File: src/rtl/core/bmfgl_pkg.sv
// Package for the bitmap font glyph layout block: field widths, codes and
// the item structs shared by the front end, the queue and the back end.
`default_nettype none
package bmfgl_pkg;
   localparam int TableEntries = 128;
   localparam int IdxW = $clog2(TableEntries);
   localparam int EntryW = 62;
   localparam logic [7:0] NewlineCode = 8'd10;
   localparam logic [14:0] PosMax = 15'h7fff;

   typedef enum logic [1:0] {
      FUNC_WRITE  = 2'd0,
      FUNC_PLACE  = 2'd1,
      FUNC_FINISH = 2'd2,
      FUNC_NONE   = 2'd3
   } func_type;

   typedef enum logic [1:0] {
      OP_NEWLINE = 2'd0,
      OP_GLYPH   = 2'd1,
      OP_FINISH  = 2'd2
   } op_type;

   typedef enum logic [1:0] {
      REG_LINE_HEIGHT  = 2'd0,
      REG_ATLAS_WIDTH  = 2'd1,
      REG_ATLAS_HEIGHT = 2'd2,
      REG_NONE         = 2'd3
   } reg_type;

   typedef struct packed {
      logic [10:0] ax;
      logic [10:0] ay;
      logic [7:0]  w;
      logic [7:0]  h;
      logic [7:0]  ox;
      logic [7:0]  oy;
      logic [7:0]  adv;
   } entry_type;

   // one classified item headed for the back end
   typedef struct packed {
      op_type    op;
      entry_type entry;
   } job_type;

   typedef struct packed {
      logic         kind;
      logic [16:0]  u_left;
      logic [16:0]  u_right;
      logic [16:0]  v_top;
      logic [16:0]  v_bottom;
      logic [15:0]  screen_x;
      logic [15:0]  screen_y;
      logic [7:0]   quad_width;
      logic [7:0]   quad_height;
      logic [14:0]  extent_x;
      logic [14:0]  extent_y;
      logic [15:0]  glyph_count;
   } result_type;

   localparam int ResultW = $bits(result_type);
   localparam int ReqDataW = 8 * ((2 + 8 + 11 + 11 + 8 * 5 + 7) / 8);
   localparam int RspDataW = 8 * ((ResultW + 7) / 8);
endpackage
`default_nettype wire

File: src/rtl/core/bmfgl_queue.sv
// Two-entry queue between front and back end. Uses bmfgl_pkg.
`default_nettype none
module bmfgl_queue
   import bmfgl_pkg::*;
(
   input  wire logic    clock,
   input  wire logic    reset,
   input  wire logic    push_valid,
   output logic         push_ready,
   input  wire job_type push_job,
   output logic         pop_valid,
   input  wire logic    pop_ready,
   output job_type      pop_job
);
   job_type    slot_ff [2];
   logic       wr_ptr_ff, rd_ptr_ff;
   logic [1:0] count_ff;
   logic       push, pop;

   assign push_ready = count_ff != 2'd2;
   assign pop_valid = count_ff != 2'd0;
   assign pop_job = slot_ff[rd_ptr_ff];
   assign push = push_valid && push_ready;
   assign pop = pop_valid && pop_ready;

   always_ff @(posedge clock) begin
      if (push) begin
         slot_ff[wr_ptr_ff] <= push_job;
      end
      if (reset) begin
         wr_ptr_ff <= 1'b0;
         rd_ptr_ff <= 1'b0;
         count_ff <= 2'd0;
      end else begin
         if (push) wr_ptr_ff <= !wr_ptr_ff;
         if (pop) rd_ptr_ff <= !rd_ptr_ff;
         count_ff <= count_ff + 2'(push) - 2'(pop);
      end
   end

   property no_overflow;
      @(posedge clock) disable iff (reset) count_ff == 2'd2 |-> !push;
   endproperty
   assert property (no_overflow) else $error("queue overflow");
   property count_bound;
      @(posedge clock) disable iff (reset) count_ff != 2'd3;
   endproperty
   assert property (count_bound) else $error("queue count out of range");
   property pop_has_data;
      @(posedge clock) disable iff (reset) pop |-> count_ff != 2'd0;
   endproperty
   assert property (pop_has_data) else $error("pop from empty queue");
endmodule
`default_nettype wire

File: config.mk
export PLATFORM = sky130hd
export DESIGN_NAME = bmfgl_queue
export DESIGN_NICKNAME = d
export VERILOG_FILES = /design/src/rtl/core/bmfgl_pkg.sv /design/src/rtl/core/bmfgl_queue.sv
export SDC_FILE = /design/constraint.sdc
export NUM_CORES = 1
export LEC_CHECK = 0
export ABC_CLOCK_PERIOD_IN_PS = 2100
export BUFFER_PORTS_ARGS = -buffer_cell sky130_fd_sc_hd__buf_2
export CORE_MARGIN = 3
export CORE_UTILIZATION = 30
export DETAILED_ROUTE_END_ITERATION = 7
export GPL_ROUTABILITY_DRIVEN = 0
export PLACE_DENSITY = 0.59
export SETUP_SLACK_MARGIN = 0.1
export SLEW_MARGIN = 10
export SYNTH_ARGS = -nofsm -noshare
export SYNTH_HDL_FRONTEND = slang
export SYNTH_SLANG_ARGS = --single-unit
File: constraint.sdc
create_clock -name clock -period 2.1 [get_ports clock]
set_input_delay 0.105 -clock clock [delete_from_list [all_inputs] [get_ports clock]]
set_output_delay 0.105 -clock clock [all_outputs]
set_load 0.05 [all_outputs]
==> run summary, run 1 <==
The flow ran to the end, and the final reports show no timing, DRC or antenna violations. The via count normalized by instance count was 4.158. The run gives 5889 um^2 as the instance area after placement. Setup repair after global routing left no endpoint under its margin. The cell count after synthesis came out at 228. The count of nets left with antenna violations once routing finished came out at 0.

Number of hold-slack violations in the final timing report: 0. Summing over every cut layer, the via total after detailed routing is 2798. The run gives 0 as the number of synthesis warnings. The tools report the initial standard-cell utilization of the core as 30.81%. After clock tree synthesis, the clock-pin slew on the worst setup and hold paths is 50 ps.

For this run, the total global-route usage over all layers was measured as 11.30%. Type of origin of the critical path: a register. Leaving out fill and tap cells, the most frequent cells in the layout are sky130_fd_sc_hd__buf_2 (133), sky130_fd_sc_hd__edfxtp_1 (128), sky130_fd_sc_hd__dlygate4sd3_1 (65), sky130_fd_sc_hd__mux2_1 (60), sky130_fd_sc_hd__clkbuf_16 (17). The H-tree level count is 4.

The core region is 15940 um^2. The die is 134.0 um wide. The half-perimeter wire length after placement came out at 5945 um.

The area fraction of the dominant cell type after synthesis was 78.25%. STA puts the critical path data arrival time at 1720 ps. The number of max-cap violations came out at 0.

Counting cells, the worst reg-to-reg path comes to 6. Post-CTS repair changed the size of 0 cells. The number of DRC violations after detailed-routing iteration 0 was 69. After detailed routing, the average wire length per cell comes to 14.43 um. The logs give 0.002848 W for the switching power summed over all nets and 0 for the post-CTS setup buffer count. The run gives 0 as the number of antenna repair diodes.

The endpoint identified for the worst register-to-register timing path is count_ff[1]$_SDFF_PP0_. The worst path needs 1829 ps of the cycle, external delays included. Pin placement for this block handled 134 I/O pins. Entering global routing, the biggest net connects 39 pins.

The run gives 0 as the residual DRC count. Critical path class: register to primary output. The run gives 74.31% as the relative max-transition margin. TritonCTS built the clock tree. Combinational logic burns 26.7% of the power. Count of buffers inserted at the top-level ports: 133.

The total clock sinks came out at 133. In the post-synthesis netlist, the biggest area contributors are sky130_fd_sc_hd__edfxtp_1 (78%), sky130_fd_sc_hd__mux2_1 (14%), sky130_fd_sc_hd__dfxtp_1 (2.0%), sky130_fd_sc_hd__buf_6 (1.4%), sky130_fd_sc_hd__mux2_2 (0.92%). Dividing total power by cell area gives a power density of 1246 nW/um^2. The tools report the leakage power total as 2.717 nW. Of all cell types, the one taking the most synthesized area is sky130_fd_sc_hd__edfxtp_1. The hold path endpoint is wr_ptr_ff$_SDFFE_PP0P_. The worst register-to-register path begins at count_ff[1]$_SDFF_PP0_. In the final layout, flip-flops and latches occupy 3950 um^2. The critical path goes through buf_4 -> mux2_1 -> buf_2. Timing would allow up to 546.8 MHz. After routing, the total negative slack on setup checks comes to 0 ps. Fill cells in the final layout number 1390.

Per report_power, the sequential group accounts for 36.8% of the total. On the final layout, the worst clock skew is 5.346 ps. The logs give 15330 um for the first-pass GRT wire length and 0 for the final global-route overflow total. The die covers 17950 um^2. Across all register-to-register paths, the minimum setup slack is 530 ps. The period utilization was 87.09%; the CTS buffer count was 17. The multi-input combinational cells in the finished layout cover a total of 900.9 um^2. The worst supply voltage drop on vdd is 0.6083 mV, and the number of detailed-route iterations in the first pass is 4. Measured on the finished design, the core utilization comes to 45.17%.

The number of instances on the worst hold path works out to 3. The clock passes through at most 2 buffers. Worst min-delay path startpoint: push_valid.

The min-delay analysis places its worst path in the category primary input to register. On the worst path, the slowest cell contributes a delay of 380 ps. The cell area that synthesis handed to floorplanning was 4912 um^2. Largest fanout on the critical path: 26. The clock reaches the later pin of the worst-skew pair after 410 ps. In this run, distinct cell masters in the synthesized netlist total 26. The fraction of power consumed by the clock network was 36.5%. The final setup violation count is 0. The slowest stage of the critical path is the sky130_fd_sc_hd__mux2_1 cell.

The fraction of layout instances using a drive strength above 1 works out to 40.04%. Synthesis produced a netlist with a net count of 297. Once layout is done, the placed cells without fillers occupy 7201 um^2.

The number of rows created at floorplan was 46; the final number of max-transition violations was 0. The internal portion of the total power is 0.006123 W. Post-synthesis area per instance: 21.54 um^2.

The run gives 513 as the final net count. The critical path capture point type was a primary output. Data on the critical path is required at its endpoint by 2000 ps. From synthesis to final layout, the design area changed by 46.59%. The overall die height was 134.0 um; the share of total power consumed by net switching was 31.74%.

Summing the sequential cell areas from Yosys gives 80.29% of the chip area. At the pin with the least slew margin, the transition time is 385.4 ps. In this run the clock root is driven by a sky130_fd_sc_hd__clkbuf_16.

For the initial antenna violation count, the log shows 0. Leaving out fill and tap cells, the most frequent cell in the layout is sky130_fd_sc_hd__buf_2. The routed wire length was 9713 um.

In this run, synthesis produced a sequential element count of 133. The logs give 65 for the total of hold buffers inserted after clock tree synthesis and 3111 for the number of global-route vias before repair.
per-layer routing:
metal	GRT usage [%]	vias up	wire (um)
met5	0	-	0
met4	4.971	0	164
met3	4.914	14	612
met2	19.12	80	4928
met1	12.36	1369	4008
li1	-	1335	-
registers in the layout (all words and copies together) (netlist names), named ones only:
signal     count
wr_ptr_ff      1
count_ff       2
slot_ff      128
rd_ptr_ff      1
power by group through the flow:
stage | registers, W | logic, W | clock network [W]
6_report | 0.00330 | 0.00239 | 0.00328
5_1_grt | 0.00333 | 0.00253 | 0.00348
4_1_cts | 0.00330 | 0.00243 | 0.00337
3_5_place_dp | 0.00336 | 0.00232 | 0
3_3_place_gp | 0.00334 | 0.00232 | 0
2_1_floorplan | 0.00333 | 0.00182 | 0
cells by family (layout without fill, tap and decap cells):
family	count (synthesis)	in the layout	synth area share, %
AO/OA/AOI/OAI	6	6	0.8912
buffers and inverters	8	237	1.605
AND/OR/NAND/NOR	15	15	2.114
XOR/XNOR	1	1	0.1783
flip-flops	133	133	80.29
adder cells (fa/ha/maj)	1	1	0.2547
multiplexers	64	64	14.67
critical path, delay by kind of cell (launching register included):
kind	cells	cell delay, ps
buf+inv	2	560
flops	1	350
mux	1	380
cell usage after synthesis (all sizes together):
cell type    n
edfxtp     128
nor4         1
inv          1
o31a         1
nor2         4
nand2b       1
nand3b       1
mux2        64
xor2         1
a21bo        1
nor4bb       1
nand3        1
dfxtp        5
or2          1
and3         2
buf          7
o21ai        2
ha           1
nor2b        2
o21ba        1
nor3         1
a21oi        1
worst max-delay path by stage:
stage                            from  slack [ps]  cells after the start                      end
6_report                     register         270                      3              pop_job[13]
5_1_grt                      register         170                      3              pop_job[16]
4_1_cts                      register         230                      3              pop_job[13]
3_5_place_dp   count_ff[1]$_SDFF_PP0_         540                      6   count_ff[1]$_SDFF_PP0_
3_3_place_gp   count_ff[1]$_SDFF_PP0_         580                      6   count_ff[1]$_SDFF_PP0_
2_1_floorplan  count_ff[0]$_SDFF_PP0_          40                      3  slot_ff[0][0]$_DFFE_PP_
cell type report:
cell class,instances,share of cell area (%)
sequential,133,54.86
timing repair buffer,204,19.60
multi-input combinational,87,12.51
clock buffer,17,5.908
tap,216,3.753
clock inverter,15,3.267
inverter,1,0.1043
metrics by stage:
step | total power, W | setup slack [ps] | std cells | hold WS (ps)
2_1_floorplan | 0.005152 | 38.04 | 228 | 167.3
3_3_place_gp | 0.005659 | 578.6 | 576 | 294.3
3_5_place_dp | 0.005681 | 543.4 | 576 | 296.2
4_1_cts | 0.009101 | 230.4 | 673 | 61.34
5_1_grt | 0.009338 | 174.5 | 673 | 81.24
6_report | 0.008971 | 271.2 | 673 | 89.40
(Power assumes the default switching activity.)
==> inputs of run 2 (changes only) <==
Settings changed: RECOVER_POWER from default to 50.
==> run 2 against run 1 <==
Critical path depth stayed put. Largest power group unchanged. Flip-flop and latch count unchanged. Critical endpoint unchanged. Clock-buffer cell count is the same. Global-route usage unchanged. Routed wire length is essentially flat. Core utilization fell by 0.49 points. Maximum frequency hardly changed. Register-to-register slack worse by 170 ps. First-iteration DRC count rose by 5.8%.
==> run summary, run 2 (synthesized netlist as in run 1, its figures left out) <==
The slack of the worst reg-to-reg path is 360 ps (-170 ps). Leaving out fill and tap cells, the most frequent cells in the layout are sky130_fd_sc_hd__edfxtp_1 (128), sky130_fd_sc_hd__buf_2 (88), sky130_fd_sc_hd__dlygate4sd3_1 (65), sky130_fd_sc_hd__mux2_1 (60), sky130_fd_sc_hd__clkbuf_1 (41). The worst setup path is captured at a primary output.

The instance area after placement is 5889 um^2 (unchanged), and the CTS buffer count is 17 (unchanged). The total buffers and inverters traversed by the critical path came out at 2 (unchanged). The flow ran to the end, and the final reports show no timing, DRC or antenna violations.

The critical path goes through buf_4 -> mux2_1 -> buf_2. The run gives 0 (unchanged) as the final number of max-transition violations. The total routing usage reported by global routing is 11.30% (unchanged), and the multi-input combinational cell area is 888.4 um^2 (-1.4%). In the final layout, the registers with the most flip-flops are slot_ff: 128 flops, count_ff: 2 flops.

The tools report the relative max-transition margin as 60.05% (-14 points). The logs give 0.008945 W (-0.29%) for the overall power after layout and 0 (unchanged) for the final setup violation count. Global-route met3 utilization: 4.914% (unchanged). The number of hold-slack violations in the final timing report came out at 0 (unchanged).

TritonCTS built the clock tree. Leaving out fill and tap cells, the most frequent cell in the layout is sky130_fd_sc_hd__edfxtp_1. The critical path required time came out at 2000 ps (about the same).

For the number of max-cap violations, the log shows 0 (unchanged). The overall die height was 134.0 um (unchanged); the pin count of the biggest net entering global routing was 39 (unchanged). The power density over the cells was 1256 nW/um^2 (+0.82%); the delay of the slowest critical-path stage was 380 ps (about the same). Total core area: 15940 um^2 (unchanged). The arrival time of the worst setup path is 1720 ps (about the same). For the initial standard-cell utilization of the core, the log shows 30.81% (unchanged). The clock slew seen by the registers of the worst setup and hold paths was 50 ps (about the same).

The worst setup path is launched from a register. The register cell area after layout is 3949 um^2 (about the same), and the via count normalized by instance count is 4.183 (+0.61%). The largest fanout on the critical path came out at 26 (unchanged). The number of placed I/O pins is 134 (unchanged), and the leakage power total is 2.596 nW (-4.4%). The flip-flop count of the largest register, all copies and words added was 128 (unchanged); the number of antenna repair diodes was 0 (unchanged).

The critical path class was register to primary output. The number of placed instances, taps included was 576 (unchanged). The clock period minus worst slack is 1830 ps (+1.089 ps), and the via count of the routed design is 2815 (+0.61%). The clock root buffer master is sky130_fd_sc_hd__clkbuf_16. The run gives 0 (unchanged) as the initial antenna violation count. The register with the most flip-flops in the final layout is slot_ff. The residual DRC count was 0 (unchanged).

Number of global-route vias before repair: 3111 (unchanged). Die footprint: 17950 um^2 (unchanged). From synthesis to final layout, the design area changed by 44.98%.

The worst clock skew was 5.485 ps (+0.1389 ps); the final net count was 513 (unchanged). Setup repair after global routing left no endpoint under its margin. The met2 global-route usage was 19.12% (unchanged); the largest buffer count on any clock path was 2 (unchanged).

The global routing met1 resource utilization was 12.36% (unchanged); the first-pass GRT wire length was 15330 um (unchanged). The horizontal die dimension works out to 134.0 um (unchanged). met2 is the most crowded layer. The period utilization was 87.14% (about the same). The tools report the worst supply voltage drop on vdd as 0.6076 mV (-0.11%).

The routed wire length is 9710 um (about the same). The fraction of layout instances using a drive strength above 1 was 30.20% (-9.8 points). Non-filler instance count after layout: 673 (unchanged). Half-perimeter wire length after placement: 5945 um (unchanged).

The number of detailed-route iterations in the first pass was 4 (unchanged). The final global-route overflow total was 0 (unchanged). The post-detailed-route count of antenna-violating nets is 0 (unchanged), and the slew at the pin with the worst max-slew slack is 599.2 ps (+213.8 ps). For the clock latency on the worst-skew pair, the log shows 420 ps (about the same).

The gate family responsible for the most delay along the worst path was buffers and inverters. The tools report the fmax as 546.5 MHz (about the same). The H-tree level count is 4 (unchanged). The number of DRC violations after detailed-routing iteration 0 is 73 (+5.8%), and the post-route setup TNS is 0 ps (unchanged). The count of buffers inserted at the top-level ports was 133 (unchanged). The total clock sinks is 133 (unchanged). The tools report the final design instance area without fill as 7122 um^2 (-1.1%). Worst hold-check path type: primary input to register. The run gives 1426 (+2.6%) as the fill cell instance count of the final layout. Wire length per cell after detailed routing: 14.43 um (about the same). The tools report the number of rows created at floorplan as 46 (unchanged). The slowest library cell on the worst path was sky130_fd_sc_hd__mux2_1.
==> run 2: per-stage QoR <==
step | worst slack (ps) | util [%] | hold WS [ps]
floorplan | 38.04 | - | 167.3
global placement | 578.6 | 36.94 | 294.3
detailed placement | 543.4 | 36.94 | 296.2
CTS | 230.4 | 45.17 | 61.34
global route | 174.5 | 44.67 | 78.17
finish | 270.1 | 44.67 | 83.86
==> run 2: cell type report <==
type / instances / area share, %
Clock buffer: 17 / 5.973
Clock inverter: 15 / 3.303
Inverter: 1 / 0.1054
Multi-Input combinational cell: 87 / 12.47
Sequential cell: 133 / 55.45
Tap cell: 216 / 3.795
Timing Repair Buffer: 204 / 18.90
==> run 2: repair_timing <==
| action | CTS | global route |
|---|---|---|
| hold endpoints to repair | 133 | 0 |
| gates resized for setup | 0 | 0 |
| setup buffers | 0 | 0 |
| hold buffers | 65 | 0 |
==> run 2: worst min-delay path, stage by stage <==
cell	delay, ps
sky130_fd_sc_hd__buf_2	160
sky130_fd_sc_hd__a21bo_1	120
sky130_fd_sc_hd__a21oi_1	50
==> run 2: worst paths after layout <==
kind                               to  depth (start not counted)                   start
max                       pop_job[13]                          3                register
min            wr_ptr_ff$_SDFFE_PP0P_                          3              push_valid
max reg2reg  slot_ff[1][39]$_DFFE_PP_                          3  count_ff[0]$_SDFF_PP0_
min reg2reg    rd_ptr_ff$_SDFFE_PP0P_                          2  rd_ptr_ff$_SDFFE_PP0P_
==> run 2: where the power goes <==
part	internal (W)	switching, W
sequential	0.00323	0.0000712
clock	0.00221	0.00107
combinational	0.000662	0.00171
==> run 2: layer usage <==
metal | routed length [um] | up-vias | part of all wire, %
li1 | - | 1335 | -
met1 | 4006 | 1385 | 41
met2 | 4944 | 80 | 51
met3 | 597 | 15 | 6.1
met4 | 162 | 0 | 1.7
met5 | 0 | - | 0
==> inputs of run 3 (changes only) <==
Settings changed: CORE_MARGIN 3 to 8.
==> run 3 against run 2 <==
Critical path depth is the same. Register-to-register slack is essentially flat. Combinational power is essentially flat. Clock skew grew 8.6 ps. Final area shrank 2.5%. Largest cell class unchanged. Maximum frequency shrank 1.6%. Critical endpoint is now pop_job[24]. Clock-buffer cell count grew 3. Flip-flop and latch count is the same. Largest power group unchanged. Critical path type unchanged. Sequential power is essentially flat. Die area grew 15%. Clock power shrank 24%.
==> run summary, run 3 (synthesized netlist as in run 1, its figures left out) <==
The run finished with clean final reports. The fraction of layout instances using a drive strength above 1 is 29.10% (-1.1 points), and the delay of the slowest critical-path stage is 480 ps (+100 ps). For the leakage power total, the log shows 2.507 nW (-3.4%). The cell count of the worst reg-to-reg path was 4 (+1). The slew at the pin with the worst max-slew slack came out at 596.9 ps (-2.344 ps). Traced cell by cell, the critical path runs through buf_12 -> mux2_1 -> buf_2.

The final net count came out at 514 (+0.19%). The final global-route overflow total was 0 (unchanged). The worst setup path is captured at a primary output. The horizontal die dimension works out to 144.0 um (+7.5%). The flip-flop count of the largest register, all copies and words added was 128 (unchanged). TritonCTS built the clock tree. The tools report the smallest setup slack after layout as 240.0 ps (-30.05 ps).

Number of antenna repair diodes: 0 (unchanged). The run gives 84 (+15%) as the number of DRC violations after detailed-routing iteration 0. The worst register-to-register path begins at count_ff[0]$_SDFF_PP0_. The fmax was 537.6 MHz (-1.6%).

The initial antenna violation count is 0 (unchanged). The pin count of the biggest net entering global routing came out at 37 (-5.1%). The min-delay analysis places its worst path in the category primary input to register. The clock slew seen by the registers of the worst setup and hold paths came out at 50 ps (about the same). Setup repair after global routing left no endpoint under its margin. The final number of max-transition violations came out at 0 (unchanged). The total core area is 15940 um^2 (unchanged), and the wire length per cell after detailed routing is 15.70 um (+8.8%). The area added between synthesis and finish came out at 41.37%.

The critical path required time was 2000 ps (about the same). The setup slack at placement came out at 492.2 ps (-51.19 ps). The number of hold-slack violations in the final timing report came out at 0 (unchanged).

Residual DRC count: 0 (unchanged). The instance area after placement is 5861 um^2 (-0.49%). The logs give 30.81% (unchanged) for the initial standard-cell utilization of the core and 410 ps (about the same) for the clock latency on the worst-skew pair. The number of placed I/O pins is 134 (unchanged), and the worst supply voltage drop on vdd is 0.5691 mV (-6.3%). Total clock sinks: 133 (unchanged). Slowest library cell on the worst path: sky130_fd_sc_hd__dfxtp_4.

The tools report the type of origin of the critical path as a register. The number of max-cap violations was 0 (unchanged). In the final layout, the registers with the most flip-flops are slot_ff: 128 flops, count_ff: 2 flops. The gate family responsible for the most delay along the worst path is flip-flops. The largest buffer count on any clock path is 2 (unchanged), and the CTS buffer count is 17 (unchanged). The tools report the die footprint as 20720 um^2 (+15%).

The logs give 3170 (+1.9%) for the number of global-route vias before repair and 6944 um^2 (-2.5%) for the final design instance area without fill. The endpoint identified for the worst register-to-register timing path is slot_ff[0][22]$_DFFE_PP_. The library cell used most frequently in the layout, excluding fill and tap cells, is sky130_fd_sc_hd__edfxtp_1. Routed wire length: 10570 um (+8.8%). Count of buffers inserted at the top-level ports: 133 (unchanged). The overall power after layout came out at 0.008167 W (-8.7%).

For the half-perimeter wire length after placement, the log shows 6935 um (+17%). In the layout the commonest cells are sky130_fd_sc_hd__edfxtp_1 (128), sky130_fd_sc_hd__buf_2 (86), sky130_fd_sc_hd__dlygate4sd3_1 (65), sky130_fd_sc_hd__mux2_1 (60), sky130_fd_sc_hd__clkbuf_1 (48). The worst hold path begins at push_valid.

The final setup violation count was 0 (unchanged). The first-pass GRT wire length was 16110 um (+5.1%); the total buffers and inverters traversed by the critical path was 2 (unchanged). The clock period minus worst slack was 1860 ps (+30.05 ps). CTS placed an instance of sky130_fd_sc_hd__clkbuf_16 at the clock tree root. The overall die height is 144.0 um (+7.5%).

The register ranked first by flip-flop count was slot_ff. The run gives 60.38% (+0.33 points) as the relative max-transition margin. The worst setup path is of the register to primary output kind. The H-tree level count is 4 (unchanged), and the post-route setup TNS is 0 ps (unchanged). The fill cell instance count of the final layout was 1461 (+2.5%). For the number of resized instances in the post-cts repair step, the log shows 0 (unchanged).

The arrival time of the worst setup path came out at 1750 ps (+30 ps). The logs give 4 (unchanged) for the number of detailed-route iterations in the first pass and 46 (unchanged) for the number of rows created at floorplan. Total routing usage reported by global routing: 10.53% (-0.77 points). The path with the worst hold slack has its endpoint at wr_ptr_ff$_SDFFE_PP0P_. The via count normalized by instance count is 4.195 (+0.28%).

The run gives 0 (unchanged) as the post-detailed-route count of antenna-violating nets. The via count of the routed design came out at 2823 (+0.28%). Period utilization: 88.57% (+1.4 points). The power density over the cells came out at 1176 nW/um^2 (-6.4%).

The largest fanout on the critical path was 28 (+7.7%); the number of instances on the worst hold path was 3 (unchanged). The logs give 350 ps (about the same) for the slack of the worst reg-to-reg path and 14.06 ps (+8.577 ps) for the worst clock skew.
run 3: cell count changes in the layout (fill, tap and decap cells not counted), moves of 2 or more:
cell,change
sky130_fd_sc_hd__clkbuf_1,+7
sky130_fd_sc_hd__clkinv_4,-2
sky130_fd_sc_hd__buf_12,-2
sky130_fd_sc_hd__clkinv_2,+3
sky130_fd_sc_hd__buf_4,+2
sky130_fd_sc_hd__bufinv_16,-6
sky130_fd_sc_hd__buf_2,-2
sky130_fd_sc_hd__clkinvlp_4,+2
run 3: timing repair:
action / in CTS / in global routing
hold buffers: 65 / 0
buffers inserted: 1 / 0
setup endpoints to repair: 4 / 0
endpoints found under the hold margin: 133 / 0
run 3: area by class of cell:
| cell class | count | area (um^2) | area share, % |
|---|---|---|---|
| Clock buffer | 20 | 436.7 | 6.288 |
| Clock inverter | 11 | 63.81 | 0.9189 |
| Inverter | 1 | 7.507 | 0.1081 |
| Multi-Input combinational cell | 87 | 889.6 | 12.81 |
| Sequential cell | 133 | 3948 | 56.85 |
| Tap cell | 216 | 270.3 | 3.892 |
| Timing Repair Buffer | 205 | 1329 | 19.14 |
run 3: how the worst max path moves through the flow:
stage,from,end,slack (ps),cells past startpoint
global placement,count_ff[0]$_SDFF_PP0_,slot_ff[1][22]$_DFFE_PP_,560,3
global route,register,pop_job[2],150,3
floorplan,count_ff[0]$_SDFF_PP0_,slot_ff[0][0]$_DFFE_PP_,40,3
finish,register,pop_job[24],240,3
detailed placement,count_ff[1]$_SDFF_PP0_,count_ff[1]$_SDFF_PP0_,490,6
CTS,register,pop_job[3],220,3
run 3: worst register-to-register path, stage by stage, from the launching register on:
cell and delay (ps):
sky130_fd_sc_hd__dfxtp_1 420, sky130_fd_sc_hd__nand2b_1 210, sky130_fd_sc_hd__nand3b_1 160, sky130_fd_sc_hd__clkinvlp_4 100, sky130_fd_sc_hd__clkbuf_4 460
run 3: stage by stage:
stage,utilization [%],hold slack [ps],cells
finish,43.56,86.28,673
global placement,36.76,292.2,576
floorplan,-,167.3,228
global route,43.56,98.52,673
detailed placement,36.76,295.7,576
CTS,44.05,68.85,673
run 3: metal layers:
layer	vias to the layer above	GRT usage (%)	wire length [um]	share of wire, %
met5	-	0	0	0
met4	0	5.589	161	1.5
met3	8	4.015	687	6.5
met2	82	18.34	5537	52
met1	1396	10.76	4183	40
li1	1337	-	-	-
run 3: report_power, final:
part           switching, W  total, W  internal, W
Clock               0.00102   0.00249      0.00148
Combinational       0.00169   0.00234     0.000650
Sequential         0.000103   0.00333      0.00323
