File: src/rtl/core/bmfgl_pkg.sv
// Package for the bitmap font glyph layout block: field widths, codes and
// the item structs shared by the front end, the queue and the back end.
`default_nettype none
package bmfgl_pkg;
   localparam int TableEntries = 128;
   localparam int IdxW = $clog2(TableEntries);
   localparam int EntryW = 62;
   localparam logic [7:0] NewlineCode = 8'd10;
   localparam logic [14:0] PosMax = 15'h7fff;

   typedef enum logic [1:0] {
      FUNC_WRITE  = 2'd0,
      FUNC_PLACE  = 2'd1,
      FUNC_FINISH = 2'd2,
      FUNC_NONE   = 2'd3
   } func_type;

   typedef enum logic [1:0] {
      OP_NEWLINE = 2'd0,
      OP_GLYPH   = 2'd1,
      OP_FINISH  = 2'd2
   } op_type;

   typedef enum logic [1:0] {
      REG_LINE_HEIGHT  = 2'd0,
      REG_ATLAS_WIDTH  = 2'd1,
      REG_ATLAS_HEIGHT = 2'd2,
      REG_NONE         = 2'd3
   } reg_type;

   typedef struct packed {
      logic [10:0] ax;
      logic [10:0] ay;
      logic [7:0]  w;
      logic [7:0]  h;
      logic [7:0]  ox;
      logic [7:0]  oy;
      logic [7:0]  adv;
   } entry_type;

   // one classified item headed for the back end
   typedef struct packed {
      op_type    op;
      entry_type entry;
   } job_type;

   typedef struct packed {
      logic         kind;
      logic [16:0]  u_left;
      logic [16:0]  u_right;
      logic [16:0]  v_top;
      logic [16:0]  v_bottom;
      logic [15:0]  screen_x;
      logic [15:0]  screen_y;
      logic [7:0]   quad_width;
      logic [7:0]   quad_height;
      logic [14:0]  extent_x;
      logic [14:0]  extent_y;
      logic [15:0]  glyph_count;
   } result_type;

   localparam int ResultW = $bits(result_type);
   localparam int ReqDataW = 8 * ((2 + 8 + 11 + 11 + 8 * 5 + 7) / 8);
   localparam int RspDataW = 8 * ((ResultW + 7) / 8);
endpackage
`default_nettype wire

File: src/rtl/core/bmfgl_divider.sv
// Restoring divider: 29-bit numerator over 13-bit divisor, one quotient bit
// per cycle, result saturated at 1.0. Uses bmfgl_pkg.
`default_nettype none
module bmfgl_divider
   import bmfgl_pkg::*;
(
   input  wire logic        clock,
   input  wire logic        reset,
   input  wire logic        start,
   input  wire logic [11:0] numer,
   input  wire logic [12:0] denom,
   output logic             done,
   output logic [16:0]      quot
);
   logic [28:0] num_ff;
   logic [13:0] rem_ff;
   logic [28:0] q_ff;
   logic [12:0] den_ff;
   logic [4:0]  step_ff;
   logic        busy_ff;
   logic [13:0] trial;
   logic [14:0] diff;

   assign trial = {rem_ff[12:0], num_ff[28]};
   assign diff = {1'b0, trial} - {2'b00, den_ff};

   always_ff @(posedge clock) begin
      if (reset) begin
         busy_ff <= 1'b0;
         done <= 1'b0;
      end else begin
         done <= !start && busy_ff && step_ff == 5'd28;
         if (start) begin
            busy_ff <= 1'b1;
            num_ff <= {1'b0, numer, 16'h0000};
            den_ff <= (denom == 13'd0) ? 13'd1 : denom;
            rem_ff <= '0;
            q_ff <= '0;
            step_ff <= 5'd0;
         end else if (busy_ff) begin
            num_ff <= {num_ff[27:0], 1'b0};
            if (!diff[14]) begin
               rem_ff <= diff[13:0];
               q_ff <= {q_ff[27:0], 1'b1};
            end else begin
               rem_ff <= trial;
               q_ff <= {q_ff[27:0], 1'b0};
            end
            step_ff <= step_ff + 5'd1;
            if (step_ff == 5'd28) begin
               busy_ff <= 1'b0;
            end
         end
      end
   end

   assign quot = (q_ff > 29'd65536) ? 17'd65536 : q_ff[16:0];
endmodule
`default_nettype wire

File: src/rtl/core/bmfgl_back.sv
// Back end: cursor and totals, four coordinate divisions, output register.
// Uses bmfgl_pkg and bmfgl_divider.
`default_nettype none
module bmfgl_back
   import bmfgl_pkg::*;
(
   input  wire logic        clock,
   input  wire logic        reset,
   input  wire logic        job_valid,
   output logic             job_ready,
   input  wire job_type     job,
   input  wire logic [9:0]  row_pitch,
   input  wire logic [12:0] atlas_width,
   input  wire logic [12:0] atlas_height,
   output logic             out_valid,
   input  wire logic        out_ready,
   output result_type       out_res
);
   typedef enum logic [1:0] { ST_IDLE, ST_DIV } state_type;
   state_type  state_ff;
   logic [14:0] cx_ff, cy_ff, widest_ff, height_ff;
   logic [15:0] count_ff;
   result_type res_ff, sum_res, glyph_res;
   entry_type  ent_ff;
   logic       start, emit;
   logic [3:0] done;
   logic [16:0] q [4];
   logic [15:0] sx, sy;
   logic [14:0] cx_next;

   // dividers load at the accepting edge, so take the entry straight from the job
   bmfgl_divider u_div0 (.clock, .reset, .start, .numer({1'b0, job.entry.ax}),
      .denom(atlas_width), .done(done[0]), .quot(q[0]));
   bmfgl_divider u_div1 (.clock, .reset, .start,
      .numer(12'(job.entry.ax) + 12'(job.entry.w)),
      .denom(atlas_width), .done(done[1]), .quot(q[1]));
   bmfgl_divider u_div2 (.clock, .reset, .start, .numer({1'b0, job.entry.ay}),
      .denom(atlas_height), .done(done[2]), .quot(q[2]));
   bmfgl_divider u_div3 (.clock, .reset, .start,
      .numer(12'(job.entry.ay) + 12'(job.entry.h)),
      .denom(atlas_height), .done(done[3]), .quot(q[3]));

   function automatic logic [14:0] sat_add(logic [14:0] a, logic [9:0] b);
      logic [15:0] s;
      s = {1'b0, a} + 16'(b);
      return s[15] ? PosMax : s[14:0];
   endfunction

   function automatic logic [15:0] spos(logic [14:0] c, logic [7:0] o);
      logic [16:0] s;
      s = {2'b00, c} + {{9{o[7]}}, o};
      // cursor is never negative, so only the top can clip
      return (!s[16] && s[15]) ? 16'h7fff : s[15:0];
   endfunction

   assign job_ready = state_ff == ST_IDLE && (!out_valid || out_ready);
   assign start = state_ff == ST_IDLE && job_valid && job_ready &&
      job.op == OP_GLYPH;
   assign emit = (state_ff == ST_IDLE && job_valid && job_ready && job.op == OP_FINISH) ||
      (state_ff == ST_DIV && done[0]);
   assign cx_next = sat_add(cx_ff, {2'b00, ent_ff.adv});
   assign sx = spos(cx_ff, ent_ff.ox);
   assign sy = spos(cy_ff, ent_ff.oy);

   always_comb begin
      sum_res = '0;
      sum_res.kind = 1'b1;
      sum_res.extent_x = widest_ff;
      sum_res.extent_y = height_ff;
      sum_res.glyph_count = count_ff;
      glyph_res = '0;
      glyph_res.u_left = q[0];
      glyph_res.u_right = q[1];
      glyph_res.v_top = q[2];
      glyph_res.v_bottom = q[3];
      glyph_res.screen_x = sx;
      glyph_res.screen_y = sy;
      glyph_res.quad_width = ent_ff.w;
      glyph_res.quad_height = ent_ff.h;
   end

   always_ff @(posedge clock) begin
      if (reset) begin
         state_ff <= ST_IDLE;
         out_valid <= 1'b0;
         cx_ff <= '0;
         cy_ff <= '0;
         widest_ff <= '0;
         height_ff <= '0;
         count_ff <= '0;
      end else begin
         if (emit) out_valid <= 1'b1;
         else if (out_ready) out_valid <= 1'b0;
         unique case (state_ff)
            ST_IDLE: begin
               if (job_valid && job_ready) begin
                  ent_ff <= job.entry;
                  unique case (job.op)
                     OP_NEWLINE: begin
                        cy_ff <= sat_add(cy_ff, row_pitch);
                        cx_ff <= '0;
                     end
                     OP_FINISH: begin
                        res_ff <= sum_res;
                        cx_ff <= '0;
                        cy_ff <= '0;
                        widest_ff <= '0;
                        height_ff <= '0;
                        count_ff <= '0;
                     end
                     default: state_ff <= ST_DIV;
                  endcase
               end
            end
            ST_DIV: begin
               if (done[0]) begin
                  res_ff <= glyph_res;
                  if (count_ff != 16'hffff) count_ff <= count_ff + 16'd1;
                  cx_ff <= cx_next;
                  if (cx_next > widest_ff) widest_ff <= cx_next;
                  height_ff <= sat_add(cy_ff, row_pitch);
                  state_ff <= ST_IDLE;
               end
            end
            default: state_ff <= ST_IDLE;
         endcase
      end
   end

   assign out_res = res_ff;

   property divs_agree;
      @(posedge clock) disable iff (reset) done[0] |-> done == 4'hf;
   endproperty
   assert property (divs_agree) else $error("dividers out of step");
   property no_overwrite;
      @(posedge clock) disable iff (reset)
         out_valid && !out_ready |=> out_valid && $stable(res_ff);
   endproperty
   assert property (no_overwrite) else $error("pending result lost");
   property widest_bound;
      @(posedge clock) disable iff (reset) state_ff == ST_IDLE |-> widest_ff >= cx_ff;
   endproperty
   assert property (widest_bound) else $error("widest below cursor");
endmodule
`default_nettype wire
File: config.mk
export PLATFORM = sky130hd
export DESIGN_NAME = bmfgl_back
export DESIGN_NICKNAME = d
export VERILOG_FILES = /design/src/rtl/core/bmfgl_pkg.sv /design/src/rtl/core/bmfgl_divider.sv /design/src/rtl/core/bmfgl_back.sv
export SDC_FILE = /design/constraint.sdc
export NUM_CORES = 1
export LEC_CHECK = 0
export BUFFER_PORTS_ARGS = -buffer_cell sky130_fd_sc_hd__buf_2
export CORE_MARGIN = 2
export CORE_UTILIZATION = 28
export CTS_CLUSTER_DIAMETER = 80
export DETAILED_ROUTE_END_ITERATION = 7
export PLACE_DENSITY = 0.43
export SYNTH_ARGS = -nofsm -noshare
export SYNTH_HDL_FRONTEND = slang
export SYNTH_SLANG_ARGS = --single-unit
File: constraint.sdc
create_clock -name clock -period 16.7 [get_ports clock]
set_input_delay 0.835 -clock clock [delete_from_list [all_inputs] [get_ports clock]]
set_output_delay 0.835 -clock clock [all_outputs]
set_load 0.02 [all_outputs]
==> flow_metrics.py, run 1 <==
metrics = {
    "cts": {
        "cts_tree": "built",
        "cts_resized": 0,
        "clock_sinks": 552,
        "post-cts-setup-buffer-count": 0,
        "cts_buffer_depth": 3,
        "insertion_delay_ps": 620,
        "cts_buffers": 69,
        "cts-root-buf": "clkbuf_16",
        "cts_hold_buf": 0,
        "cts.htree.levels": 3,
        "path_clk_slew_ps": 60,
    },
    "die": {
        "rows": 114,
        "io_pins": 269,
        "dieArea_um2": 100000,
        "initial_core_util_pct": 28.2,
        "die_width_um": 316,
        "die_y_um": 316,
        "core_area_um2": 96700,
    },
    "finish": {
        "drive_above_1_share_pct": 15.9,
        "area_growth_syn_to_layout_pct": 18.2,
        "final_common_cell": "edfxtp_1",
        "nets": 2887,
        "fillCellCount": 9742,
        "antenna_cells": 0,
        "final_cell_mix": "edfxtp_1 (469), buf_2 (268), and2_1 (220), nor2_1 (181), nand2_1 (177)",
    },
    "sta": {
        "slew-limit-headroom_pct": 24.6,
        "skew_ps": 28.0,
        "grt_setup_unrepaired": "false",
        "final-setup-viol-count": 0,
        "slew_violations": 0,
        "tns_ps": 0,
        "hold_viol": 0,
        "max_freq_mhz": 206,
        "final.min_clock_period_ps": 4860,
        "worstMarginPinSlew_ps": 1130,
        "finalCritPeriodShare_pct": 29.1,
    },
    "placement": {
        "place.gp.congestion": 0.848,
        "dp_hpwl_mm": 50.3,
        "portBuffers": 268,
    },
    "yosys": {
        "ys_types": 76,
        "yosys_most_used_dff": "edfxtp_1",
        "synth_fp_nets": 2632,
        "synth_edf_count": 469,
        "yosys_warnings": 0,
        "syn_area_um2": 27300,
        "async_flop_share_pct": 0,
        "yosysSeqAreaShare_pct": 57.7,
        "synth-seq-cells": 552,
        "syn_avg_cell_area_um2": 11.5,
        "syn_inst": 2376,
    },
    "detailed_routing": {
        "wl_met1_mm": 33.7,
        "viasPerCell": 4.70,
        "drt_iter0_markers": 1237,
        "wirelength_mm": 70.9,
        "avgRoutedWirePerCell_um": 17.9,
        "drcViolationCount": 0,
        "drtPass1Iterations": 5,
        "detail-route-antenna-nets": 0,
        "wl_met2_mm": 32.4,
        "wl_met3_mm": 3.58,
        "highest_layer": "met4",
        "vias": 18600,
    },
    "global_route": {
        "grt_pass1_vias": 19100,
        "grt_usage_pct": 14.1,
        "grt_max_degree": 127,
        "grt_first_pass_wirelength_mm": 110,
        "antenna_found_initial": 7,
        "grt_overflow": 0,
    },
    "critical_path": {
        "startpoint_type": "register",
        "worst_ep_required_time_ps": 17240,
        "slowest_stage": "nor2_1",
        "cp.arrival_ps": 5400,
        "crit_path_max_fanout": 15,
        "crit_type": "register to register",
        "critPathMaxStageDelay_ps": 880,
        "end_kind": "register",
        "cp_cell_sequence": "ha_1 -> fa_1 -> a21oi_1 -> o21bai_1 -> or4_1 -> nand4_1 -> xor2_1 -> nand2_1 -> ha_1 -> a211oi_1 -> o21ai_0 -> a2111oi_0 -> a21oi_1 -> nor2_1 -> a22o_1",
    },
    "power": {
        "p_per_area_nw_per_um2": 102,
        "p_int_mw": 2.51,
        "power.total_mw": 3.29,
        "vdd_drop_max_uv": 54.9,
        "pwr-share-comb_pct": 7.4,
        "swShare_pct": 23.8,
        "switchingPower_uw": 783,
        "p_seq_share_pct": 47.3,
        "p_clk_share_pct": 45.3,
        "p_leak_nw": 12.2,
    },
    "run_status": {
        "outcome": "finished, final reports clean",
    },
    "flow_run": {
        "drv_cap": 0,
    },
    "hold_path": {
        "hold_path.class": "input pin to register",
    },
}
[critical path, delay by kind of cell (launching register included)]
family / cells / cell delay, ps
flip-flops: 1 / 360
XOR/XNOR: 1 / 200
adder cells (fa/ha/maj): 3 / 970
AO/OA/AOI/OAI: 7 / 1680
AND/OR/NAND/NOR: 4 / 1600
[stage by stage]
stage | setup WS, ps | hold slack (ps) | std cells | instance area, µm² | util (%)
after global placement | 11910 | 445 | 3836 | 30000 | 31.0
after floorplan | 7850 | 417 | 2376 | 27300 | -
after detailed placement | 11850 | 438 | 3836 | 30000 | 31.0
after global routing | 11490 | 371 | 3961 | 32300 | 33.4
after CTS | 11850 | 347 | 3961 | 32300 | 33.4
final | 11840 | 402 | 3961 | 32300 | 33.4
[synth_stat cells, types with 12 or more instances]
master    count  area (µm²)
nor2_1      189         709
or3_1        20         125
edfxtp_1    469       14100
nand4_1      24         150
a21oi_1      94         470
dfxtp_1      83        1660
nor2b_1      55         344
o21a_1       29         218
ha_1        142        1780
nor4_1       43         269
xnor2_1      52         455
and2_1      220        1380
nand2b_1     14        87.6
nand3_1      68         340
mux2i_1      40         400
nand2_1     177         664
a22o_1       26         228
nor3_1       31         155
and3_1       12        75.1
a211oi_1     31         233
xor2_1       48         420
a31oi_1      14        87.6
a21o_1       27         203
inv_1       101         379
clkbuf_1     82         308
o21ai_0     112         561
nand3b_1     12        90.1
[area by class of cell]
cell class	count	area (µm²)	share of cell area [%]
flip-flops and latches	552	15700	48.8
multi-input cells	1622	10800	33.6
clock buffers	85	1830	5.67
well taps	1276	1600	4.95
repair buffers	285	1470	4.55
clock inverters	40	423	1.31
inverters	101	379	1.17
[registers in the layout (all words and copies together) (netlist names), 15 cells and up]
name and count:
widest_ff 15, ent_ff 40, u_div1.q_ff 29, out_res 163, u_div2.q_ff 29, u_div3.q_ff 29, height_ff 15, u_div0.q_ff 29
cy_ff 15, count_ff 16, cx_ff 15
[cells by family (layout without fill, tap and decap cells)]
family,count (synthesis),after routing,synth area share [%]
buffers and inverters,202,511,2.91
XOR/XNOR,100,100,3.21
multiplexers,41,41,1.51
AND/OR/NAND/NOR,899,899,17.1
AO/OA/AOI/OAI,430,430,10.4
flip-flops,552,552,57.7
adder cells (fa/ha/maj),152,152,7.24
[path summary, 6_finish.rpt]
path	from	endpoint	slack, ps	cells past startpoint
worst max-delay path	ent_ff[0]$_DFFE_PP_	widest_ff[1]$_SDFFE_PP0P_	11840	15
worst min-delay path	job[21]	ent_ff[21]$_DFFE_PP_	400	1
worst max register to register	ent_ff[0]$_DFFE_PP_	widest_ff[1]$_SDFFE_PP0P_	11840	15
worst min register to register	height_ff[4]$_SDFFE_PP0P_	height_ff[4]$_SDFFE_PP0P_	450	2
[power groups by stage]
stage	clock network (mW)	registers, mW	logic [mW]
5_1_grt	1.60	1.56	0.276
6_report	1.49	1.56	0.244
2_1_floorplan	0	1.59	0.161
3_3_place_gp	0	1.59	0.243
4_1_cts	1.55	1.56	0.249
3_5_place_dp	0	1.59	0.247
[per-layer routing]
| metal | vias up | global-route usage [%] |
|---|---|---|
| met5 | - | 0 |
| met4 | 0 | 4.01 |
| met3 | 75 | 2.60 |
| met2 | 352 | 22.5 |
| met1 | 9050 | 19.5 |
| li1 | 9152 | - |
(Power assumes the default switching activity.)
==> run 2: changes to the inputs <==
==> constraint.sdc (replaced) <==
create_clock -name clock -period 4.6 [get_ports clock]
set_input_delay 0.23 -clock clock [delete_from_list [all_inputs] [get_ports clock]]
set_output_delay 0.23 -clock clock [all_outputs]
set_load 0.02 [all_outputs]
==> flow_metrics.py, run 2 (synthesis gave the netlist of run 1 again) <==
metrics = {
    "detailed_routing": {
        "drcViolationCount": 0,
        "detail-route-antenna-nets": 0,
        "drt_iter0_markers": 992,
        "viasPerCell": 4.65,
        "vias": 18900,
        "avgRoutedWirePerCell_um": 17.2,
        "wirelength_mm": 70.1,
        "drtPass1Iterations": 5,
    },
    "critical_path": {
        "worstSetupStartpoint": "ent_ff[0]$_DFFE_PP_",
        "rr_startpoint": "ent_ff[0]$_DFFE_PP_",
        "ff2ff_setup_slack_ps": 270,
        "end_kind": "register",
        "worst_ep_required_time_ps": 5100,
        "endpoint": "widest_ff[8]$_SDFFE_PP0P_",
        "r2r-end": "widest_ff[8]$_SDFFE_PP0P_",
        "startpoint_type": "register",
        "crit_type": "register to register",
        "crit_path_max_fanout": 8,
        "cp.arrival_ps": 4830,
        "rr_worst_depth": 15,
    },
    "finish": {
        "area_growth_syn_to_layout_pct": 22.2,
        "nets": 2987,
        "drive_above_1_share_pct": 15.7,
        "final_common_cell": "edfxtp_1",
        "final_cell_mix": "edfxtp_1 (469), buf_2 (268), and2_1 (220), nor2_1 (181), nand2_1 (177)",
        "largest_reg_flops": 163,
        "final_core_util_pct": 34.5,
    },
    "die": {
        "die_width_um": 316,
        "core_area_um2": 96700,
        "die_y_um": 316,
        "io_pins": 269,
        "rows": 114,
        "initial_core_util_pct": 28.2,
        "dieArea_um2": 100000,
    },
    "cts": {
        "cts.htree.levels": 3,
        "insertion_delay_ps": 640,
        "path_clk_slew_ps": 60,
        "cts_buffers": 71,
        "clock_sinks": 552,
        "cts-root-buf": "clkbuf_16",
        "cts_tree": "built",
        "cts_buffer_depth": 3,
    },
    "global_route": {
        "grt_usage_pct": 13.8,
        "grt_overflow": 0,
        "antenna_found_initial": 3,
        "grt_pass1_vias": 18900,
        "grt_first_pass_wirelength_mm": 108,
        "grt_max_degree": 115,
    },
    "sta": {
        "fin_ws_ps": 272,
        "final.min_clock_period_ps": 4330,
        "skew_ps": 25.0,
        "grt_setup_unrepaired": "false",
        "final-setup-viol-count": 0,
        "slew-limit-headroom_pct": 25.9,
        "hold_viol": 0,
        "slew_violations": 0,
        "finalCritPeriodShare_pct": 94.1,
        "tns_ps": 0,
        "worstMarginPinSlew_ps": 1110,
        "holdWs_ps": 43.3,
        "max_freq_mhz": 231,
    },
    "hold_path": {
        "holdPathStages": 3,
        "hold_path.class": "input pin to register",
    },
    "placement": {
        "portBuffers": 268,
        "dp_hpwl_mm": 48.9,
        "dp_slack_ps": 38.7,
        "place.gp.congestion": 0.823,
    },
    "power": {
        "vdd_drop_max_uv": 265,
        "p_per_area_nw_per_um2": 366,
        "p_leak_nw": 12.7,
        "power.total_mw": 12.2,
    },
    "flow_run": {
        "drv_cap": 0,
    },
    "run_status": {
        "outcome": "finished, final reports clean",
    },
}
[run 2: cell count changes in the layout (fill, tap and decap cells not counted), moves of 3 or more]
cell and change:
clkinv_2 -4, dlygate4sd3_1 +89, clkinvlp_4 +6, clkinv_8 -3, buf_4 +6, buf_12 +3
[run 2: how the worst min path moves through the flow]
stage / start / endpoint
2_1_floorplan: job[0] / ent_ff[0]$_DFFE_PP_
3_3_place_gp: job[21] / ent_ff[21]$_DFFE_PP_
3_5_place_dp: job[13] / ent_ff[13]$_DFFE_PP_
4_1_cts: job[62] / state_ff[0]$_SDFFE_PP0P_
5_1_grt: job[62] / state_ff[0]$_SDFFE_PP0P_
6_report: job[62] / state_ff[0]$_SDFFE_PP0P_
[run 2: layer usage]
metal	vias up	share of wire, %	GRT usage [%]
met5	-	0.048	0
met4	6	2.0	4.12
met3	81	4.2	2.60
met2	327	46	22.2
met1	9127	48	18.9
li1	9385	-	-
[run 2: layout make-up]
type | instances | area (µm²)
Tap cell | 1276 | 1600
Inverter | 101 | 379
Clock inverter | 43 | 480
Timing Repair Buffer | 383 | 2460
Clock buffer | 88 | 1860
Sequential cell | 552 | 15700
Antenna cell | 1 | 2.50
Fill cell | 9711 | 63300
Multi-Input combinational cell | 1622 | 10800
[run 2: worst max-delay path: stages, from the launching register on]
cell and delay, ps:
edfxtp_1 370, ha_1 240, fa_1 420, a21oi_1 250, o21bai_1 140, or4_1 470
and3b_1 260, a41oi_1 330, ha_1 300, nand3_1 100, nor2_1 60, a2111oi_1 490
a21oi_1 160, nor3b_4 180, buf_4 210, a22o_1 230
[run 2: repair_timing]
item                                    in CTS  in global routing
resized for setup                            1                  1
hold buffers                                89                  0
buffers inserted                             0                  2
endpoints found under the setup margin       3                 15
endpoints found under the hold margin       95                  0
[run 2: power breakdown]
part	total, mW	leakage [nW]	internal [mW]	switching (mW)
clock network	5.61	1.12	3.36	2.26
registers	5.65	4.91	5.58	0.0650
logic	0.952	6.65	0.381	0.570
[run 2: metrics by stage]
stage,instance area [µm²],std cells
2_1_floorplan,27300,2376
6_report,33400,4066
5_1_grt,33400,4065
4_1_cts,33400,4063
3_3_place_gp,30100,3843
3_5_place_dp,30100,3843
==> run 3: changes to the inputs <==
--- a/config.mk
+++ b/config.mk
@@ -10,6 +10,7 @@
 export CORE_UTILIZATION = 28
 export CTS_CLUSTER_DIAMETER = 80
 export DETAILED_ROUTE_END_ITERATION = 7
+export MAX_ROUTING_LAYER = met4
 export PLACE_DENSITY = 0.43
 export SYNTH_ARGS = -nofsm -noshare
 export SYNTH_HDL_FRONTEND = slang
==> flow_metrics.py, run 3 (synthesis gave the netlist of run 1 again) <==
metrics = {
    "sta": {
        "max_freq_mhz": 232,
        "tns_ps": 0,
        "slew-limit-headroom_pct": 26.3,
        "worstMarginPinSlew_ps": 1100,
        "grt_setup_unrepaired": "false",
        "final.min_clock_period_ps": 4310,
        "holdWs_ps": 71.2,
        "skew_ps": 17.5,
        "slew_violations": 0,
        "finalCritPeriodShare_pct": 93.6,
        "hold_viol": 0,
        "final-setup-viol-count": 0,
    },
    "finish": {
        "area_growth_syn_to_layout_pct": 22.0,
        "final_common_cell": "edfxtp_1",
        "final_cell_mix": "edfxtp_1 (469), buf_2 (268), and2_1 (220), nor2_1 (181), nand2_1 (177)",
        "drive_above_1_share_pct": 15.9,
        "largest_reg_flops": 163,
        "final_area_um2": 33300,
        "seq_area_um2": 15700,
        "nets": 2988,
        "fin_cells": 4067,
        "multi_input_comb_area_um2": 10800,
        "fillCellCount": 9700,
    },
    "critical_path": {
        "cp.arrival_ps": 4820,
        "crit_path_max_fanout": 9,
        "end_kind": "register",
        "crit_type": "register to register",
        "worst_ep_required_time_ps": 5110,
        "cp_cell_sequence": "ha_1 -> fa_1 -> a21oi_1 -> o21bai_1 -> or4_1 -> and3b_1 -> a41oi_1 -> ha_1 -> nand3_1 -> nor2_1 -> a2111oi_1 -> a21oi_1 -> nor3b_4 -> buf_4 -> a22o_1",
        "slowest_stage": "a2111oi_1",
        "startpoint_type": "register",
        "critPathMaxStageDelay_ps": 480,
    },
    "die": {
        "io_pins": 269,
        "initial_core_util_pct": 28.2,
        "die_y_um": 316,
        "dieArea_um2": 100000,
        "rows": 114,
        "core_area_um2": 96700,
        "die_width_um": 316,
    },
    "detailed_routing": {
        "detail-route-antenna-nets": 0,
        "avgRoutedWirePerCell_um": 17.3,
        "drtPass1Iterations": 6,
        "drt_iter0_markers": 1052,
        "vias": 19100,
        "viasPerCell": 4.69,
        "wirelength_mm": 70.3,
        "drcViolationCount": 0,
    },
    "hold_path": {
        "hold_path.class": "input pin to register",
    },
    "global_route": {
        "grt_pass1_vias": 19400,
        "grt_overflow": 0,
        "antenna_found_initial": 3,
        "grt_first_pass_wirelength_mm": 110,
        "grt_max_degree": 142,
        "grt_usage_pct": 14.5,
    },
    "placement": {
        "place.gp.congestion": 0.838,
        "dp_hpwl_mm": 49.1,
        "dp.cells": 3845,
        "portBuffers": 268,
        "placed_area_um2": 30100,
    },
    "cts": {
        "cts-root-buf": "clkbuf_16",
        "path_clk_slew_ps": 60,
        "cts_tree": "built",
        "cts_buffer_depth": 3,
        "cts_buffers": 70,
        "insertion_delay_ps": 630,
        "clock_sinks": 552,
        "cts.htree.levels": 3,
    },
    "power": {
        "vdd_drop_max_uv": 224,
        "power.total_mw": 12.1,
        "p_leak_nw": 12.7,
        "p_per_area_nw_per_um2": 362,
    },
    "run_status": {
        "outcome": "finished, final reports clean",
    },
    "flow_run": {
        "drv_cap": 0,
    },
}
## run 3: changes by cell type in the layout (fill, tap and decap cells not counted), moves of 3 or more
cell / before / now
clkbuf_1: 16 / 7
clkinvlp_4: 7 / 4
clkinv_1: 10 / 14
clkinv_2: 10 / 18
## run 3: area by class of cell
cell class | count | share of cell area [%]
timing repair buffer | 385 | 7.44
inverter | 101 | 1.14
clock inverter | 50 | 1.38
sequential | 552 | 47.3
antenna | 3 | 0.0225
clock buffer | 78 | 5.41
multi-input combinational | 1622 | 32.6
tap | 1276 | 4.79
## run 3: critical path, delay by kind of cell, from the launching register on
kind	cells	cell delay, ps
buf+inv	1	190
fa+ha+maj	3	960
simple gates	5	1080
flops	1	370
compound gates	6	1570
## run 3: routing by layer
metal  part of all wire, %  global-route usage (%)  vias to the layer above  wire [µm]
met2                    46                    22.6                      328      32100
met5                     0                       -                        -          0
met1                    48                    19.0                     9252      33700
li1                      -                       -                     9400          -
met3                   4.2                    2.63                       89       2960
met4                   2.2                    4.48                        0       1530
## run 3: worst paths after layout
kind / start / endpoint / slack, ps / cells after the start
setup / recovery: ent_ff[0]$_DFFE_PP_ / widest_ff[9]$_SDFFE_PP0P_ / 290 / 15
hold / removal: job[52] / u_div0.num_ff[17]$_DFFE_PP_ / 70 / 3
setup reg to reg: ent_ff[0]$_DFFE_PP_ / widest_ff[9]$_SDFFE_PP0P_ / 290 / 15
hold reg to reg: height_ff[4]$_SDFFE_PP0P_ / height_ff[4]$_SDFFE_PP0P_ / 450 / 2
## run 3: what timing repair did
| action | 4_1_cts | 5_1_grt |
|---|---|---|
| hold endpoints to repair | 93 | 0 |
| endpoints found under the setup margin | 15 | 15 |
| buffers inserted | 0 | 2 |
| gates resized for setup | 1 | 1 |
| gates cloned | 0 | 0 |
| hold buffers | 89 | 0 |
## run 3: metrics by stage
stage,worst slack (ps),util [%]
detailed placement,-73.8,31.2
floorplan,387,-
global placement,71.2,31.2
finish,293,34.5
CTS,130,34.4
global route,20.9,34.5
## run 3: power breakdown
part / internal [mW] / leakage [nW] / total (mW) / switching [mW]
Sequential: 5.58 / 4.91 / 5.65 / 0.0650
Clock: 3.19 / 1.11 / 5.46 / 2.27
Combinational: 0.383 / 6.66 / 0.955 / 0.572
